==> config.mk <==
export PLATFORM = sky130hd
export DESIGN_NAME = fletcher16_frame_receiver
export DESIGN_NICKNAME = d
export VERILOG_FILES = /design/src/rtl/f16fr_pkg.sv /design/src/rtl/fletcher16_frame_receiver.sv /design/src/rtl/f16fr_cfg_regs.sv /design/src/rtl/f16fr_parser.sv /design/src/rtl/f16fr_out_reg.sv
export SDC_FILE = /design/constraint.sdc
export NUM_CORES = 1
export LEC_CHECK = 0
export ABC_AREA = 1
export CAP_MARGIN = 15
export CORE_AREA = 2 2 116 118
export DETAILED_ROUTE_END_ITERATION = 6
export DIE_AREA = 0 0 118 120
export DONT_BUFFER_PORTS = 1
export GPL_TIMING_DRIVEN = 0
export PLACE_DENSITY = 0.83
export SLEW_MARGIN = 20
export SYNTH_ARGS = -nofsm -noshare
export SYNTH_HDL_FRONTEND = slang
export SYNTH_SLANG_ARGS = --single-unit
==> constraint.sdc <==
create_clock -name aclk -period 5.15 [get_ports aclk]
set_clock_uncertainty 0.05 [all_clocks]
set_input_delay 0.7725 -clock aclk [delete_from_list [all_inputs] [get_ports aclk]]
set_output_delay 0.7725 -clock aclk [all_outputs]
set_load 0.005 [all_outputs]
==> src/rtl/f16fr_pkg.sv <==
package f16fr_pkg;

    // Result event codes
    localparam logic [2:0] EV_NONE    = 3'd0;
    localparam logic [2:0] EV_DATA    = 3'd1;
    localparam logic [2:0] EV_OK      = 3'd2;
    localparam logic [2:0] EV_BADSUM  = 3'd3;
    localparam logic [2:0] EV_TOOLONG = 3'd4;

    // Configuration register indexes
    localparam logic CFG_MAGIC_WORD  = 1'b0;
    localparam logic CFG_MAX_PAYLOAD = 1'b1;

    localparam logic [15:0] MAX_PAYLOAD_RESET = 16'd255;

    typedef struct packed {
        logic [15:0] magic_word;
        logic [15:0] max_payload;
    } cfg_t;

    typedef struct packed {
        logic [2:0]  event_res;
        logic [7:0]  data_byte;
        logic [15:0] payload_index;
        logic [15:0] frame_length;
    } result_t;

endpackage

==> src/rtl/fletcher16_frame_receiver.sv <==
// Fletcher-16 frame receiver: takes one received byte per beat and deframes
// magic_hi, magic_lo, len_hi, len_lo, payload, check_hi, check_lo. Every input
// beat yields exactly one result beat (event code on m_tuser) in the cycle after
// acceptance, held in an output register. A new byte is accepted every cycle
// while the result side keeps up; throughput is one byte per cycle, set by the
// single parser step (mod-255 sums, position and compares) between the frame
// state registers and the output register. Configuration writes are taken in
// any cycle and apply from the next byte on.
module fletcher16_frame_receiver
    import f16fr_pkg::*;
(
    input  logic        aclk,
    input  logic        aresetn,
    input  logic        s_tvalid,
    output logic        s_tready,
    input  logic [7:0]  s_tdata,    // [7:0] rx_byte
    output logic        m_tvalid,
    input  logic        m_tready,
    output logic [39:0] m_tdata,    // [7:0] data_byte, [23:8] payload_index,
                                    // [39:24] frame_length
    output logic [2:0]  m_tuser,    // [2:0] event_res
    input  logic        cfg_valid,
    output logic        cfg_ready,
    input  logic        cfg_index,
    input  logic [15:0] cfg_data
);

    cfg_t    cfg;
    result_t step_result;
    result_t out_result;
    logic    step;

    assign step = s_tvalid && s_tready;

    f16fr_cfg_regs u_cfg (
        .aclk      (aclk),
        .aresetn   (aresetn),
        .cfg_valid (cfg_valid),
        .cfg_ready (cfg_ready),
        .cfg_index (cfg_index),
        .cfg_data  (cfg_data),
        .cfg       (cfg)
    );

    f16fr_parser u_parser (
        .aclk    (aclk),
        .aresetn (aresetn),
        .step    (step),
        .rx_byte (s_tdata),
        .cfg     (cfg),
        .result  (step_result)
    );

    f16fr_out_reg u_out (
        .aclk       (aclk),
        .aresetn    (aresetn),
        .load       (step),
        .result_in  (step_result),
        .can_load   (s_tready),
        .out_valid  (m_tvalid),
        .out_ready  (m_tready),
        .result_out (out_result)
    );

    assign m_tuser = out_result.event_res;
    assign m_tdata = {out_result.frame_length, out_result.payload_index, out_result.data_byte};

`ifndef SYNTHESIS
    a_ready_when_empty: assert property (@(posedge aclk) disable iff (!aresetn)
        !m_tvalid |-> s_tready)
        else $error("input stalled while output register empty");

    a_non_data_zero: assert property (@(posedge aclk) disable iff (!aresetn)
        (m_tvalid && m_tuser != EV_DATA) |-> (m_tdata[23:0] == 24'd0))
        else $error("data byte or index set on non-payload event");

    a_index_in_frame: assert property (@(posedge aclk) disable iff (!aresetn)
        (m_tvalid && m_tuser == EV_DATA) |-> (m_tdata[23:8] < m_tdata[39:24]))
        else $error("payload index beyond frame length");

    a_quiet_events_no_length: assert property (@(posedge aclk) disable iff (!aresetn)
        (m_tvalid && m_tuser == EV_NONE) |-> (m_tdata[39:24] == 16'd0))
        else $error("frame length reported without an event");
`endif

endmodule

==> src/rtl/f16fr_cfg_regs.sv <==
module f16fr_cfg_regs
    import f16fr_pkg::*;
(
    input  logic        aclk,
    input  logic        aresetn,
    input  logic        cfg_valid,
    output logic        cfg_ready,
    input  logic        cfg_index,
    input  logic [15:0] cfg_data,
    output cfg_t        cfg
);

    cfg_t cfg_reg;
    cfg_t cfg_next;

    assign cfg_ready = 1'b1;
    assign cfg = cfg_reg;

    always_comb begin
        cfg_next = cfg_reg;
        if (cfg_valid) begin
            case (cfg_index)
                CFG_MAGIC_WORD:  cfg_next.magic_word = cfg_data;
                CFG_MAX_PAYLOAD: cfg_next.max_payload = cfg_data;
                default:         cfg_next = cfg_reg;
            endcase
        end
    end

    always_ff @(posedge aclk) begin
        if (!aresetn) begin
            cfg_reg.magic_word  <= 16'd0;
            cfg_reg.max_payload <= MAX_PAYLOAD_RESET;
        end else begin
            cfg_reg <= cfg_next;
        end
    end

endmodule

==> src/rtl/f16fr_parser.sv <==
module f16fr_parser
    import f16fr_pkg::*;
(
    input  logic       aclk,
    input  logic       aresetn,
    input  logic       step,
    input  logic [7:0] rx_byte,
    input  cfg_t       cfg,
    output result_t    result
);

    typedef enum logic [2:0] {
        MAGIC_HI,
        MAGIC_LO,
        LEN_HI,
        LEN_LO,
        PAYLOAD,
        CHECK_HI,
        CHECK_LO
    } phase_t;

    phase_t      phase_reg, phase_next;
    logic [15:0] length_reg, length_next;
    logic [15:0] index_reg, index_next;
    logic [7:0]  sum_low_reg, sum_low_next;
    logic [7:0]  sum_high_reg, sum_high_next;
    logic [7:0]  check_high_reg, check_high_next;
    logic [15:0] length_full;
    logic [7:0]  sum_low_upd;

    function automatic logic [7:0] add_mod255(input logic [7:0] a, input logic [7:0] b);
        logic [8:0] s;
        s = {1'b0, a} + {1'b0, b};
        if (s >= 9'd255) begin
            s = s - 9'd255;
        end
        return s[7:0];
    endfunction

    assign length_full = {length_reg[15:8], rx_byte};
    assign sum_low_upd = add_mod255(sum_low_reg, rx_byte);

    always_comb begin
        phase_next      = phase_reg;
        length_next     = length_reg;
        index_next      = index_reg;
        sum_low_next    = sum_low_reg;
        sum_high_next   = sum_high_reg;
        check_high_next = check_high_reg;
        result          = '0;
        case (phase_reg)
            MAGIC_HI: begin
                phase_next = (rx_byte == cfg.magic_word[15:8]) ? MAGIC_LO : MAGIC_HI;
            end
            MAGIC_LO: begin
                phase_next = (rx_byte == cfg.magic_word[7:0]) ? LEN_HI : MAGIC_HI;
            end
            LEN_HI: begin
                length_next = {rx_byte, 8'h00};
                phase_next  = LEN_LO;
            end
            LEN_LO: begin
                length_next = length_full;
                if (length_full > cfg.max_payload) begin
                    result.event_res    = EV_TOOLONG;
                    result.frame_length = length_full;
                    phase_next          = MAGIC_HI;
                end else begin
                    sum_low_next  = 8'd0;
                    sum_high_next = 8'd0;
                    index_next    = 16'd0;
                    // an empty payload goes straight to the checksum
                    phase_next    = (length_full == 16'd0) ? CHECK_HI : PAYLOAD;
                end
            end
            PAYLOAD: begin
                sum_low_next         = sum_low_upd;
                sum_high_next        = add_mod255(sum_high_reg, sum_low_upd);
                result.event_res     = EV_DATA;
                result.data_byte     = rx_byte;
                result.payload_index = index_reg;
                result.frame_length  = length_reg;
                index_next           = index_reg + 16'd1;
                if (index_reg == length_reg - 16'd1) begin
                    phase_next = CHECK_HI;
                end
            end
            CHECK_HI: begin
                check_high_next = rx_byte;
                phase_next      = CHECK_LO;
            end
            CHECK_LO: begin
                result.event_res    = ({check_high_reg, rx_byte} == {sum_high_reg, sum_low_reg})
                                      ? EV_OK : EV_BADSUM;
                result.frame_length = length_reg;
                phase_next          = MAGIC_HI;
            end
            default: begin
                phase_next = MAGIC_HI;
            end
        endcase
    end

    always_ff @(posedge aclk) begin
        if (!aresetn) begin
            phase_reg <= MAGIC_HI;
        end else if (step) begin
            phase_reg <= phase_next;
        end
        if (step) begin
            length_reg     <= length_next;
            index_reg      <= index_next;
            sum_low_reg    <= sum_low_next;
            sum_high_reg   <= sum_high_next;
            check_high_reg <= check_high_next;
        end
    end

endmodule

==> src/rtl/f16fr_out_reg.sv <==
module f16fr_out_reg
    import f16fr_pkg::*;
(
    input  logic    aclk,
    input  logic    aresetn,
    input  logic    load,
    input  result_t result_in,
    output logic    can_load,
    output logic    out_valid,
    input  logic    out_ready,
    output result_t result_out
);

    logic    valid_reg, valid_next;
    result_t result_reg;

    // take a new beat when empty or when the held one leaves this cycle
    assign can_load   = !valid_reg || out_ready;
    assign out_valid  = valid_reg;
    assign result_out = result_reg;

    always_comb begin
        valid_next = valid_reg;
        if (load) begin
            valid_next = 1'b1;
        end else if (out_ready) begin
            valid_next = 1'b0;
        end
    end

    always_ff @(posedge aclk) begin
        if (!aresetn) begin
            valid_reg <= 1'b0;
        end else begin
            valid_reg <= valid_next;
        end
        if (load) begin
            result_reg <= result_in;
        end
    end

endmodule

==> Flow_metrics.wiki, run 1 <==
{| class="wikitable"
! Metric !! Value
|-
| Status || completed
|-
| Maximum ir drop on the vdd rail || 0.000171 V
|-
| Number of instances in the synthesized netlist || 883
|-
| Most used flip-flop cell after synthesis || edfxtp_1
|-
| Maximum fanout along the worst path || 10
|-
| Hold Fails Final Rpt || 0
|-
| Transition time at the pin with the least slew margin || 0.779 ns
|-
| Setup repair after global routing missed its margin || false
|-
| Unique cell type count in the Yosys netlist || 45
|-
| Lkg Pwr || 3.65 nW
|-
| Pwr per Cell Area || 351 nW/um^2
|-
| Wire length of the first global-routing pass || 28,300 um
|-
| Worst r2r path cells || 27
|-
| Clock network fraction of total power || 0.425
|-
| Depth of the CTS H-tree || 4
|-
| End point of the critical path || u_parser.sum_high_reg[4]$_SDFFCE_PN0P_
|-
| Crit end category || flip-flop
|-
| Terminus of the critical flop-to-flop path || u_parser.sum_high_reg[4]$_SDFFCE_PN0P_
|-
| Max Cap Violations || 0
|-
| Number of setup violations in the final report || 0
|-
| Final layout net count || 973
|-
| Avg Cell Area, Syn || 8.58 um^2
|-
| Clock insertion delay at the later pin of the skew report || 0.42 ns
|-
| Combinational cell fraction of total power || 0.149
|-
| PostCTS Resize Cnt || 0
|-
| Number of antenna cells inserted || 0
|-
| Max frequency || 214 MHz
|-
| First-pass iteration count of the detailed router || 5
|-
| Effective utilization at floorplan || 0.584
|-
| Clock slew at reported path FFs || 0.06 ns
|-
| Site Rows || 42
|-
| Reg-to-reg slack, setup || 0.47 ns
|-
| Number of DRC markers after the initial detailed-route iteration || 646
|-
| Net count after synthesis || 952
|-
| Number of filler cells placed in the layout || 1,045
|-
| Total negative setup slack || 0 ns
|-
| Antenna viol nets, final || 0
|-
| Endpoint required time on the critical path || 5.27 ns
|-
| Reg power frac || 0.425
|-
| Launch instance of the worst register-to-register path || u_parser.sum_low_reg[0]$_SDFFCE_PN0P_
|-
| Area growth from synthesis to layout || 11.7%
|-
| Net Switching || 787 uW
|-
| Crit start category || flip-flop
|-
| Launching element of the worst setup path || u_parser.sum_low_reg[0]$_SDFFCE_PN0P_
|-
| Placement Cell Area || 7860 um^2
|-
| Boundary Pins || 76
|-
| Clock tree sinks || 135
|-
| Async set-or-reset flop fraction in the synthesized netlist || 0
|-
| Max Root-Sink Buffers || 2
|-
| Floorplan core area || 13,000 um^2
|-
| Number of buffers created by CTS || 17
|-
| Global routing usage summed across all routing layers || 0.258
|-
| Final critical-path required period || 4.68 ns
|-
| Post-Place Cells || 1,061
|-
| Number of global-route vias before repair || 5,856
|-
| Area of all placed cells without fillers || 8470 um^2
|-
| TritonCTS clock tree || yes
|-
| Routability congestion estimate from global placement || 0.935
|-
| Routed wire length || 17,600 um
|-
| Number of max-slew violations in the final report || 0
|-
| Die width || 118 um
|-
| Post-synthesis sequential area ratio || 0.487
|-
| Min-Delay Path Class || input pin to flip-flop
|-
| Cell internal pwr || 2.19 mW
|-
| Share of total power consumed by net switching || 0.265
|-
| Die extent in y || 120 um
|-
| Netlist area before placement || 7580 um^2
|-
| Half-perimeter wire length after detailed placement || 12,900 um
|-
| Worst-case headroom to the max-slew limit || 0.480
|-
| Count of buffers added by post-CTS timing repair for setup || 0
|-
| Footprint of the multi-input gates || 3310 um^2
|-
| Vias/cell || 5.54
|-
| Commonest non-fill, non-tap cells in the layout || 137 x nand2_1, 137 x nor2_1, 134 x inv_1
|-
| FF+latch area || 3690 um^2
|-
| Yosys warning total || 0
|-
| Buffers added on ports || 0
|-
| Hold-fix buffers at CTS || 0
|-
| Grt ovf || 0
|-
| Antenna violations before repair || 0
|-
| Buffer type at the clock tree root || clkbuf_16
|-
| Number of flip-flops in the largest register || 43
|-
| Average routed wire per standard cell || 16.1 um
|-
| Maximum number of pins on one net before global-route repair || 34
|-
| Setup CP Type || flip-flop to flip-flop
|-
| Post-route insts no fill || 1,093
|-
| DRC violations left || 0
|-
| Floorplan die area || 14,200 um^2
|-
| Final worst-path cycle share || 0.909
|-
| Vias || 6,058
|-
| Yosys reg bits || 135
|-
| Number of enable-type register cells in the synthesized netlist || 99
|-
| Endpoint arrival time on the critical path || 4.80 ns
|-
| Share of layout cells above drive strength 1 || 0.0578
|}
routing by layer:
layer  wire, um  share of wire  track usage  vias to the layer above
met2       8550           0.49        0.447                      224
li1           -              -            -                     2988
met5          0              0            0                        -
met1       7140           0.41        0.302                     2793
met3       1290          0.073       0.0694                       53
met4        582          0.033        0.113                        0
cells in the mapped netlist (3+ instances only):
cell type	instances	share of area
nand2_1	137	0.068
nor2_1	137	0.068
inv_1	135	0.067
edfxtp_1	99	0.39
a21oi_1	54	0.036
o21ai_0	47	0.031
nand3_1	46	0.030
ha_1	37	0.061
dfxtp_1	36	0.095
xor2_1	21	0.024
xnor2_1	18	0.021
nand4_1	16	0.013
clkbuf_1	14	0.0069
nor3_1	14	0.0092
o211ai_1	8	0.0079
o32ai_1	8	0.0092
nor4_1	6	0.0050
nand2_2	4	0.0033
clkinv_1	3	0.0015
nand3_2	3	0.0040
nand3b_1	3	0.0030
xor2_2	3	0.0064
through the flow:
step / hold WS, ns / power (mW) / setup slack, ns / util
after global placement: 0.402 / 1.70 / 0.104 / 0.601
after CTS: 0.381 / 2.98 / 0.494 / 0.652
after global routing: 0.375 / 3.10 / 0.0927 / 0.652
final: 0.392 / 2.97 / 0.471 / 0.652
after floorplan: 0.385 / 1.62 / 0.614 / -
after detailed placement: 0.410 / 1.72 / 0.116 / 0.605
area by class of cell:
cell class | instances | area share
clock inverters | 14 | 0.0214
inverters | 138 | 0.0612
well taps | 176 | 0.0260
plain buffers | 18 | 0.00857
clock buffers | 18 | 0.0507
flip-flops and latches | 135 | 0.436
repair buffers | 2 | 0.00561
multi-input cells | 592 | 0.390
worst max-delay path: stages (launching register included):
cell and delay, ns:
edfxtp_1 0.38, ha_1 0.22, fa_1 0.40, nand3_1 0.11
nand3_2 0.11, a21oi_2 0.22, xor2_2 0.22, inv_1 0.10
nand2_2 0.10, o21ai_2 0.08, nand2_4 0.11, nand2_4 0.09
nand2_1 0.08, nand2_1 0.06, inv_1 0.05, ha_1 0.16
inv_1 0.06, fa_1 0.40, o21ai_1 0.23, nand3_1 0.14
nand3_1 0.09, nand2_1 0.09, nor2_1 0.22, nand3_1 0.20
nand3_2 0.23, nand3_1 0.10, nand2_1 0.07, nor2_1 0.04
kinds of logic (layout without fill, tap and decap cells):
family | Yosys count | in the layout | synth area share
other | 1 | 1 | 0.000495
XOR/XNOR | 43 | 43 | 0.0545
AND/OR/NAND/NOR | 375 | 375 | 0.213
AO/OA/AOI/OAI | 134 | 134 | 0.100
flip-flops | 135 | 135 | 0.487
buffers and inverters | 156 | 190 | 0.0779
adder cells (fa/ha/maj) | 39 | 39 | 0.0664
power groups by stage:
stage	clock network, mW	registers, mW	logic, mW
after floorplan	0	1.28	0.343
after global placement	0	1.29	0.415
after detailed placement	0	1.29	0.434
after CTS	1.27	1.27	0.440
after global routing	1.32	1.27	0.505
final	1.26	1.26	0.444
worst min path at each step:
stage	startpoint	end	slack, ns	cells after the start
final	s_tdata[0]	u_parser.check_high_reg[0]$_DFFE_PP_	0.39	0
after CTS	s_tdata[0]	u_parser.check_high_reg[0]$_DFFE_PP_	0.38	0
after floorplan	u_cfg.cfg[12]$_SDFFE_PN0P_	u_cfg.cfg[12]$_SDFFE_PN0P_	0.39	2
after global routing	s_tdata[7]	u_parser.check_high_reg[7]$_DFFE_PP_	0.37	0
after global placement	u_cfg.cfg[19]$_SDFFE_PN0P_	u_cfg.cfg[19]$_SDFFE_PN0P_	0.40	2
after detailed placement	u_cfg.cfg[23]$_SDFFE_PN0P_	u_cfg.cfg[23]$_SDFFE_PN0P_	0.41	2
Power figures use the tool's default switching activity.
==> run 2: changes to the inputs <==
- CORE_AREA: 2 2 116 118 -> 2 2 118 120
- DIE_AREA: 0 0 118 120 -> 0 0 120 122
- PLACE_DENSITY: 0.83 -> 0.84
- SYNTH_HIERARCHICAL: default -> 1
==> Flow_metrics.wiki, run 2 <==
{| class="wikitable"
! Metric !! Value
|-
| Launch instance of the worst register-to-register path || u_parser/sum_low_reg[0]$_SDFFCE_PN0P_
|-
| Area share of the leading cell type in the synthesized netlist || 0.377 (-0.0155)
|-
| Antenna viol nets, final || 0 (unchanged)
|-
| Avg Cell Area, Syn || 8.41 um^2 (-2.0%)
|-
| Final worst-path cycle share || 0.910 (+0.00124)
|-
| DRC violations left || 0 (unchanged)
|-
| Cell type with the largest total area after synthesis || edfxtp_1
|-
| Number of instances in the synthesized netlist || 938 (+6.2%)
|-
| Launch point of the worst hold path || s_tdata[4]
|-
| Average routed wire per standard cell || 15.7 um (-2.2%)
|-
| Number of max-slew violations in the final report || 0 (unchanged)
|-
| Wire length of the first global-routing pass || 29,800 um (+5.4%)
|-
| Maximum ir drop on the vdd rail || 0.000235 V (+37%)
|-
| Crit start category || flip-flop
|-
| Floorplan die area || 14,600 um^2 (+3.4%)
|-
| Status || completed
|-
| Combinational cell fraction of total power || 0.123 (-0.026)
|-
| Post-route insts no fill || 1,151 (+5.3%)
|-
| Setup repair after global routing missed its margin || false
|-
| Post-Place Cells || 1,120 (+5.6%)
|-
| Endpoint arrival time on the critical path || 4.88 ns (+0.08 ns)
|-
| Number of filler cells placed in the layout || 1,084 (+3.7%)
|-
| TritonCTS clock tree || yes
|-
| Floorplan core area || 13,500 um^2 (+4.0%)
|-
| Number of buffers created by CTS || 17 (unchanged)
|-
| Clock insertion delay at the later pin of the skew report || 0.43 ns (about the same)
|-
| Final layout net count || 1,028 (+5.7%)
|-
| Post-synthesis sequential area ratio || 0.468 (-0.0192)
|-
| Number of global-route vias before repair || 6,248 (+6.7%)
|-
| Count of buffers added by post-CTS timing repair for setup || 0 (unchanged)
|-
| Final critical-path required period || 4.69 ns (+0.00638 ns)
|-
| Die extent in y || 122 um (+1.7%)
|-
| Antenna violations before repair || 0 (unchanged)
|-
| Overall power after layout || 2.76 mW (-7.1%)
|-
| Cell internal pwr || 2.08 mW (-4.8%)
|-
| Effective utilization at floorplan || 0.584 (about the same)
|-
| Vias || 6,314 (+4.2%)
|-
| Buffer type at the clock tree root || clkbuf_16
|-
| Number of antenna cells inserted || 0 (unchanged)
|-
| Endpoint required time on the critical path || 5.35 ns (+0.08 ns)
|-
| Boundary Pins || 76 (unchanged)
|-
| Share of total power consumed by net switching || 0.246 (-0.0184)
|-
| Die width || 120 um (+1.7%)
|-
| Max Cap Violations || 0 (unchanged)
|-
| Depth of the CTS H-tree || 4 (unchanged)
|-
| Max frequency || 213 MHz (-0.14%)
|-
| Pwr per Cell Area || 315 nW/um^2 (-10%)
|-
| FF+latch area || 3690 um^2 (unchanged)
|-
| Yosys reg bits || 135 (unchanged)
|-
| Footprint of the multi-input gates || 3560 um^2 (+7.7%)
|-
| Commonest cells in the synthesized netlist || 171 x nand2_1, 165 x nor2_1, 131 x inv_1
|-
| PostCTS Resize Cnt || 0 (unchanged)
|-
| Yosys warning total || 6 (+6)
|-
| Site Rows || 43 (+2.4%)
|-
| Clock tree sinks || 135 (unchanged)
|-
| Netlist area before placement || 7890 um^2 (+4.1%)
|-
| Worst-case headroom to the max-slew limit || 0.350 (-0.131)
|-
| First-pass iteration count of the detailed router || 6 (+1)
|-
| Number of setup violations in the final report || 0 (unchanged)
|-
| Clock network fraction of total power || 0.432 (+0.007)
|-
| Async set-or-reset flop fraction in the synthesized netlist || 0 (unchanged)
|-
| Number of DRC markers after the initial detailed-route iteration || 730 (+13%)
|-
| Transition time at the pin with the least slew margin || 0.967 ns (+0.188 ns)
|-
| Number of enable-type register cells in the synthesized netlist || 99 (unchanged)
|-
| Routability congestion estimate from global placement || 0.898 (-3.9%)
|-
| Net Switching || 680 uW (-14%)
|-
| Most used flip-flop cell after synthesis || edfxtp_1
|-
| Min-Delay Path Class || input pin to flip-flop
|-
| Net count after synthesis || 1,007 (+5.8%)
|-
| Maximum fanout along the worst path || 8 (-2)
|-
| Setup CP Type || flip-flop to flip-flop
|-
| Hold Fails Final Rpt || 0 (unchanged)
|-
| Clock slew at reported path FFs || 0.06 ns (about the same)
|-
| Lkg Pwr || 3.86 nW (+5.7%)
|-
| Crit end category || flip-flop
|-
| Launching element of the worst setup path || u_parser/sum_low_reg[0]$_SDFFCE_PN0P_
|-
| Half-perimeter wire length after detailed placement || 13,300 um (+3.6%)
|-
| Reg power frac || 0.446 (+0.021)
|-
| Maximum number of pins on one net before global-route repair || 28 (-18%)
|-
| Routed wire length || 18,100 um (+3.0%)
|-
| Most common library cell in the layout ignoring fill and taps || nand2_1
|-
| Area contributors post-synth || edfxtp_1 38%, dfxtp_1 9.1%, nand2_1 8.1%
|-
| Unique cell type count in the Yosys netlist || 49 (+8.9%)
|-
| Share of layout cells above drive strength 1 || 0.0824 (+0.0246)
|-
| Most common cell in the netlist || nand2_1
|-
| Commonest non-fill, non-tap cells in the layout || 171 x nand2_1, 165 x nor2_1, 130 x inv_1
|-
| Max Root-Sink Buffers || 2 (unchanged)
|-
| Vias/cell || 5.49 (-1.0%)
|-
| Buffers added on ports || 0 (unchanged)
|-
| Area growth from synthesis to layout || 11.1%
|-
| Hold-fix buffers at CTS || 0 (unchanged)
|-
| Grt ovf || 0 (unchanged)
|-
| Number of flip-flops in the largest register || 43 (unchanged)
|-
| Global routing usage summed across all routing layers || 0.265 (+0.00750)
|}
run 2: worst paths after layout:
check	to	slack, ns	cells after the start
min reg2reg	u_cfg/cfg[6]$_SDFFE_PN1P_	0.42	2
min	u_parser/check_high_reg[4]$_DFFE_PP_	0.39	0
max	u_parser/sum_high_reg[5]$_SDFFCE_PN0P_	0.46	26
max reg2reg	u_parser/sum_high_reg[5]$_SDFFCE_PN0P_	0.46	26
run 2: layer usage:
| metal | vias to the layer above | routed length, um | GRT usage |
|---|---|---|---|
| met1 | 2924 | 7400 | 0.319 |
| met3 | 35 | 1290 | 0.0702 |
| met2 | 224 | 8910 | 0.448 |
| met5 | - | 0 | 0 |
| li1 | 3131 | - | - |
| met4 | 0 | 489 | 0.120 |
run 2: critical path, cell delays in order (launching register included):
cell,delay [ns]
edfxtp_1,0.37
ha_1,0.22
fa_1,0.41
nand3_1,0.10
nand3_2,0.10
a21oi_2,0.18
xor2_1,0.26
inv_1,0.09
nand2_1,0.11
nand2_1,0.09
nand2_4,0.12
nand2_4,0.09
nand2_1,0.09
nand2_1,0.08
inv_1,0.07
ha_1,0.15
inv_1,0.05
fa_1,0.43
xnor2_2,0.25
nand3_1,0.10
inv_1,0.10
nand2_1,0.06
nor2_1,0.24
nand3_2,0.25
nand3_4,0.16
nand2_1,0.07
a21oi_1,0.19
run 2: layout make-up:
type                       instances  share of cell area
clock inverter                    10              0.0148
sequential                       135               0.421
clock buffer                      21              0.0502
multi-input combinational        646               0.406
inverter                         138              0.0594
tap                              180              0.0257
buffer                            19              0.0160
timing repair buffer               2             0.00628
run 2: power groups by stage:
| stage | clock network (mW) | logic (mW) | registers, mW |
|---|---|---|---|
| after detailed placement | 0 | 0.329 | 1.25 |
| final | 1.19 | 0.339 | 1.23 |
| after floorplan | 0 | 0.267 | 1.25 |
| after global placement | 0 | 0.314 | 1.25 |
| after CTS | 1.20 | 0.332 | 1.23 |
| after global routing | 1.25 | 0.386 | 1.24 |
run 2: stage by stage:
step | utilization | hold WS (ns) | setup slack, ns | area [um^2] | TNS, ns
5_1_grt | 0.649 | 0.366 | 0.0843 | 8770 | 0
4_1_cts | 0.649 | 0.376 | 0.419 | 8760 | 0
3_3_place_gp | 0.601 | 0.404 | -0.432 | 8120 | -13.78
3_5_place_dp | 0.606 | 0.408 | 0.0517 | 8190 | 0
2_1_floorplan | - | 0.392 | 0.569 | 7890 | 0
6_report | 0.649 | 0.389 | 0.465 | 8770 | 0
run 2: cell families after synthesis:
family / count (synthesis) / synth area share
fa+ha+maj: 39 / 0.0637
xor+xnor: 44 / 0.0517
simple gates: 465 / 0.261
flops: 135 / 0.468
compound gates: 97 / 0.0717
buf+inv: 157 / 0.0837
other cells: 1 / 0.000475
==> run 3: changes to the inputs <==
- BUFFER_PORTS_ARGS: default -> -buffer_cell sky130_fd_sc_hd__buf_2
- DONT_BUFFER_PORTS: 1 -> default
- PLACE_DENSITY: 0.84 -> 0.89
==> Flow_metrics.wiki, run 3 (synthesis results as in run 2) <==
{| class="wikitable"
! Metric !! Value
|-
| Worst r2r path cells || 26 (unchanged)
|-
| Max frequency || 208 MHz (-2.3%)
|-
| Die extent in y || 122 um (unchanged)
|-
| Vias || 6,865 (+8.7%)
|-
| Crit-path slowest cell || fa_1
|-
| Hold-fix buffers at CTS || 0 (unchanged)
|-
| Global routing usage summed across all routing layers || 0.264 (-0.00101)
|-
| Depth of the CTS H-tree || 4 (unchanged)
|-
| Launch point of the worst hold path || u_cfg/cfg[1]$_SDFFE_PN1P_
|-
| Pwr per Cell Area || 311 nW/um^2 (-1.4%)
|-
| Buffer type at the clock tree root || clkbuf_16
|-
| Buffers added on ports || 73 (+73)
|-
| Average routed wire per standard cell || 15.3 um (-2.4%)
|-
| Number of global-route vias before repair || 6,484 (+3.8%)
|-
| Max Cap Violations || 0 (unchanged)
|-
| Final critical-path required period || 4.80 ns (+0.112 ns)
|-
| Floorplan die area || 14,600 um^2 (unchanged)
|-
| Floorplan core area || 13,500 um^2 (unchanged)
|-
| Routability congestion estimate from global placement || 0.897 (-0.14%)
|-
| Count of buffers added by post-CTS timing repair for setup || 0 (unchanged)
|-
| Min-Delay Path Class || flip-flop to flip-flop
|-
| Post-Place Cells || 1,193 (+6.5%)
|-
| Most common library cell in the layout ignoring fill and taps || nand2_1
|-
| Die width || 120 um (unchanged)
|-
| Endpoint required time on the critical path || 5.35 ns (about the same)
|-
| Met3 track utilization from global routing || 0.0571 (-0.0131)
|-
| Commonest non-fill, non-tap cells in the layout || 171 x nand2_1, 164 x nor2_1, 130 x inv_1
|-
| DRC violations left || 0 (unchanged)
|-
| Antenna viol nets, final || 0 (unchanged)
|-
| Maximum number of pins on one net before global-route repair || 29 (+3.6%)
|-
| Wire length of the first global-routing pass || 30,000 um (+0.51%)
|-
| Effective utilization at floorplan || 0.584 (unchanged)
|-
| Post-route insts no fill || 1,225 (+6.4%)
|-
| Launch instance of the worst register-to-register path || u_parser/sum_low_reg[0]$_SDFFCE_PN0P_
|-
| Maximum fanout along the worst path || 8 (unchanged)
|-
| Worst-case hold path end point || u_cfg/cfg[1]$_SDFFE_PN1P_
|-
| Most frequent cell on the critical path || nand2_1
|-
| Crit-path leading delay family || simple AND/OR/NAND/NOR gates
|-
| Terminus of the critical flop-to-flop path || u_parser/sum_high_reg[6]$_SDFFCE_PN0P_
|-
| First-pass iteration count of the detailed router || 5 (-1)
|-
| Number of buffers created by CTS || 17 (unchanged)
|-
| Setup CP Type || input pin to flip-flop
|-
| Vias/cell || 5.60 (+2.2%)
|-
| Number of DRC markers after the initial detailed-route iteration || 784 (+7.4%)
|-
| Area growth from synthesis to layout || 16.4%
|-
| TritonCTS clock tree || yes
|-
| Clock slew at reported path FFs || 0.06 ns (about the same)
|-
| Global routing's busiest layer || met2
|-
| Share of the core filled with cells || 0.680 (+0.0309)
|-
| Reg-to-reg slack, setup || 0.48 ns (+0.02 ns)
|-
| Maximum ir drop on the vdd rail || 0.000267 V (+14%)
|-
| Boundary Pins || 76 (unchanged)
|-
| Worst-case headroom to the max-slew limit || 0.374 (+0.0246)
|-
| Number of max-slew violations in the final report || 0 (unchanged)
|-
| Share of layout cells above drive strength 1 || 0.152 (+0.0698)
|-
| Status || completed
|-
| Hold Fails Final Rpt || 0 (unchanged)
|-
| Half-perimeter wire length after detailed placement || 13,500 um (+1.3%)
|-
| Crit start category || input pin
|-
| Lkg Pwr || 4.19 nW (+8.5%)
|-
| Global-route track usage on met2 || 0.469 (+0.0213)
|-
| Setup repair after global routing missed its margin || false
|-
| Hold path depth || 2 (+2)
|-
| Final layout net count || 1,101 (+7.1%)
|-
| Number of antenna cells inserted || 0 (unchanged)
|-
| Clock insertion delay at the later pin of the skew report || 0.42 ns (about the same)
|-
| Transition time at the pin with the least slew margin || 0.931 ns (-0.0366 ns)
|-
| Cell count along the critical path || 27 (+3.8%)
|-
| Launching element of the worst setup path || s_tdata[0]
|-
| Antenna violations before repair || 0 (unchanged)
|-
| Final worst-path cycle share || 0.932 (+0.0218)
|-
| Site Rows || 43 (unchanged)
|-
| Max Root-Sink Buffers || 2 (unchanged)
|-
| Number of buffer and inverter instances along the worst setup path || 4 (unchanged)
|-
| Endpoint arrival time on the critical path || 5.00 ns (+0.12 ns)
|-
| Delay of the slowest cell on the worst path || 0.43 ns (about the same)
|-
| Crit end category || flip-flop
|-
| Met1 global-route usage || 0.304 (-0.0147)
|-
| Number of setup violations in the final report || 0 (unchanged)
|-
| Number of flip-flops in the largest register || 43 (unchanged)
|-
| Grt ovf || 0 (unchanged)
|-
| Clock tree sinks || 135 (unchanged)
|-
| Routed wire length || 18,800 um (+3.9%)
|}
run 3: cell types whose count changed in the layout (fill, tap and decap cells not counted), sizes merged:
cell and delta:
buf +73, inv +5, clkinv -4, bufinv -2, clkbuf +1, clkinvlp +1
run 3: cell type report:
| type | count | area (um^2) |
|---|---|---|
| fillers | 1020 | 4320 |
| flip-flops and latches | 135 | 3690 |
| multi-input cells | 646 | 3560 |
| inverters | 138 | 520 |
| clock buffers | 22 | 518 |
| repair buffers | 75 | 420 |
| well taps | 180 | 225 |
| plain buffers | 19 | 140 |
| clock inverters | 10 | 103 |
run 3: what timing repair did:
item	4_1_cts	5_1_grt
gates resized for setup	0	2
setup endpoints to repair	0	7
hold endpoints to repair	0	0
run 3: layer usage:
layer / wire length, um / vias up
met5: 0 / -
met4: 710 / 0
met3: 1430 / 76
met2: 9380 / 362
met1: 7270 / 3150
li1: - / 3277
run 3: where the power goes:
group | total (mW) | switching (mW) | leakage (nW) | internal, mW
sequential | 1.22 | 0.0214 | 1.25 | 1.20
combinational | 0.391 | 0.249 | 2.64 | 0.143
clock | 1.24 | 0.466 | 0.301 | 0.771
total | 2.85 | 0.736 | 4.19 | 2.12
run 3: worst max path at each step:
stage and end:
3_3_place_gp u_parser/index_reg[8]$_SDFFCE_PN0P_, 6_report u_parser/sum_high_reg[6]$_SDFFCE_PN0P_, 4_1_cts u_parser/sum_high_reg[6]$_SDFFCE_PN0P_, 3_5_place_dp u_parser/sum_high_reg[0]$_SDFFCE_PN0P_
2_1_floorplan u_parser/sum_high_reg[0]$_SDFFCE_PN0P_, 5_1_grt u_parser/sum_high_reg[6]$_SDFFCE_PN0P_
run 3: metrics by stage:
step	setup TNS (ns)	power, mW	setup slack (ns)	instance area (um^2)	hold WS, ns
floorplan	0	1.51	0.569	7890	0.392
global placement	-15.11	1.60	-0.474	8480	0.405
detailed placement	-0.442	1.62	-0.103	8550	0.406
CTS	0	2.86	0.332	9170	0.428
global route	0	2.96	0.0909	9180	0.449
finish	0	2.85	0.352	9180	0.425
run 3: worst min-delay path: cells and delay by family, from the launching register on:
kind          cells  cell delay [ns]
flops             1             0.33
simple gates      2             0.12
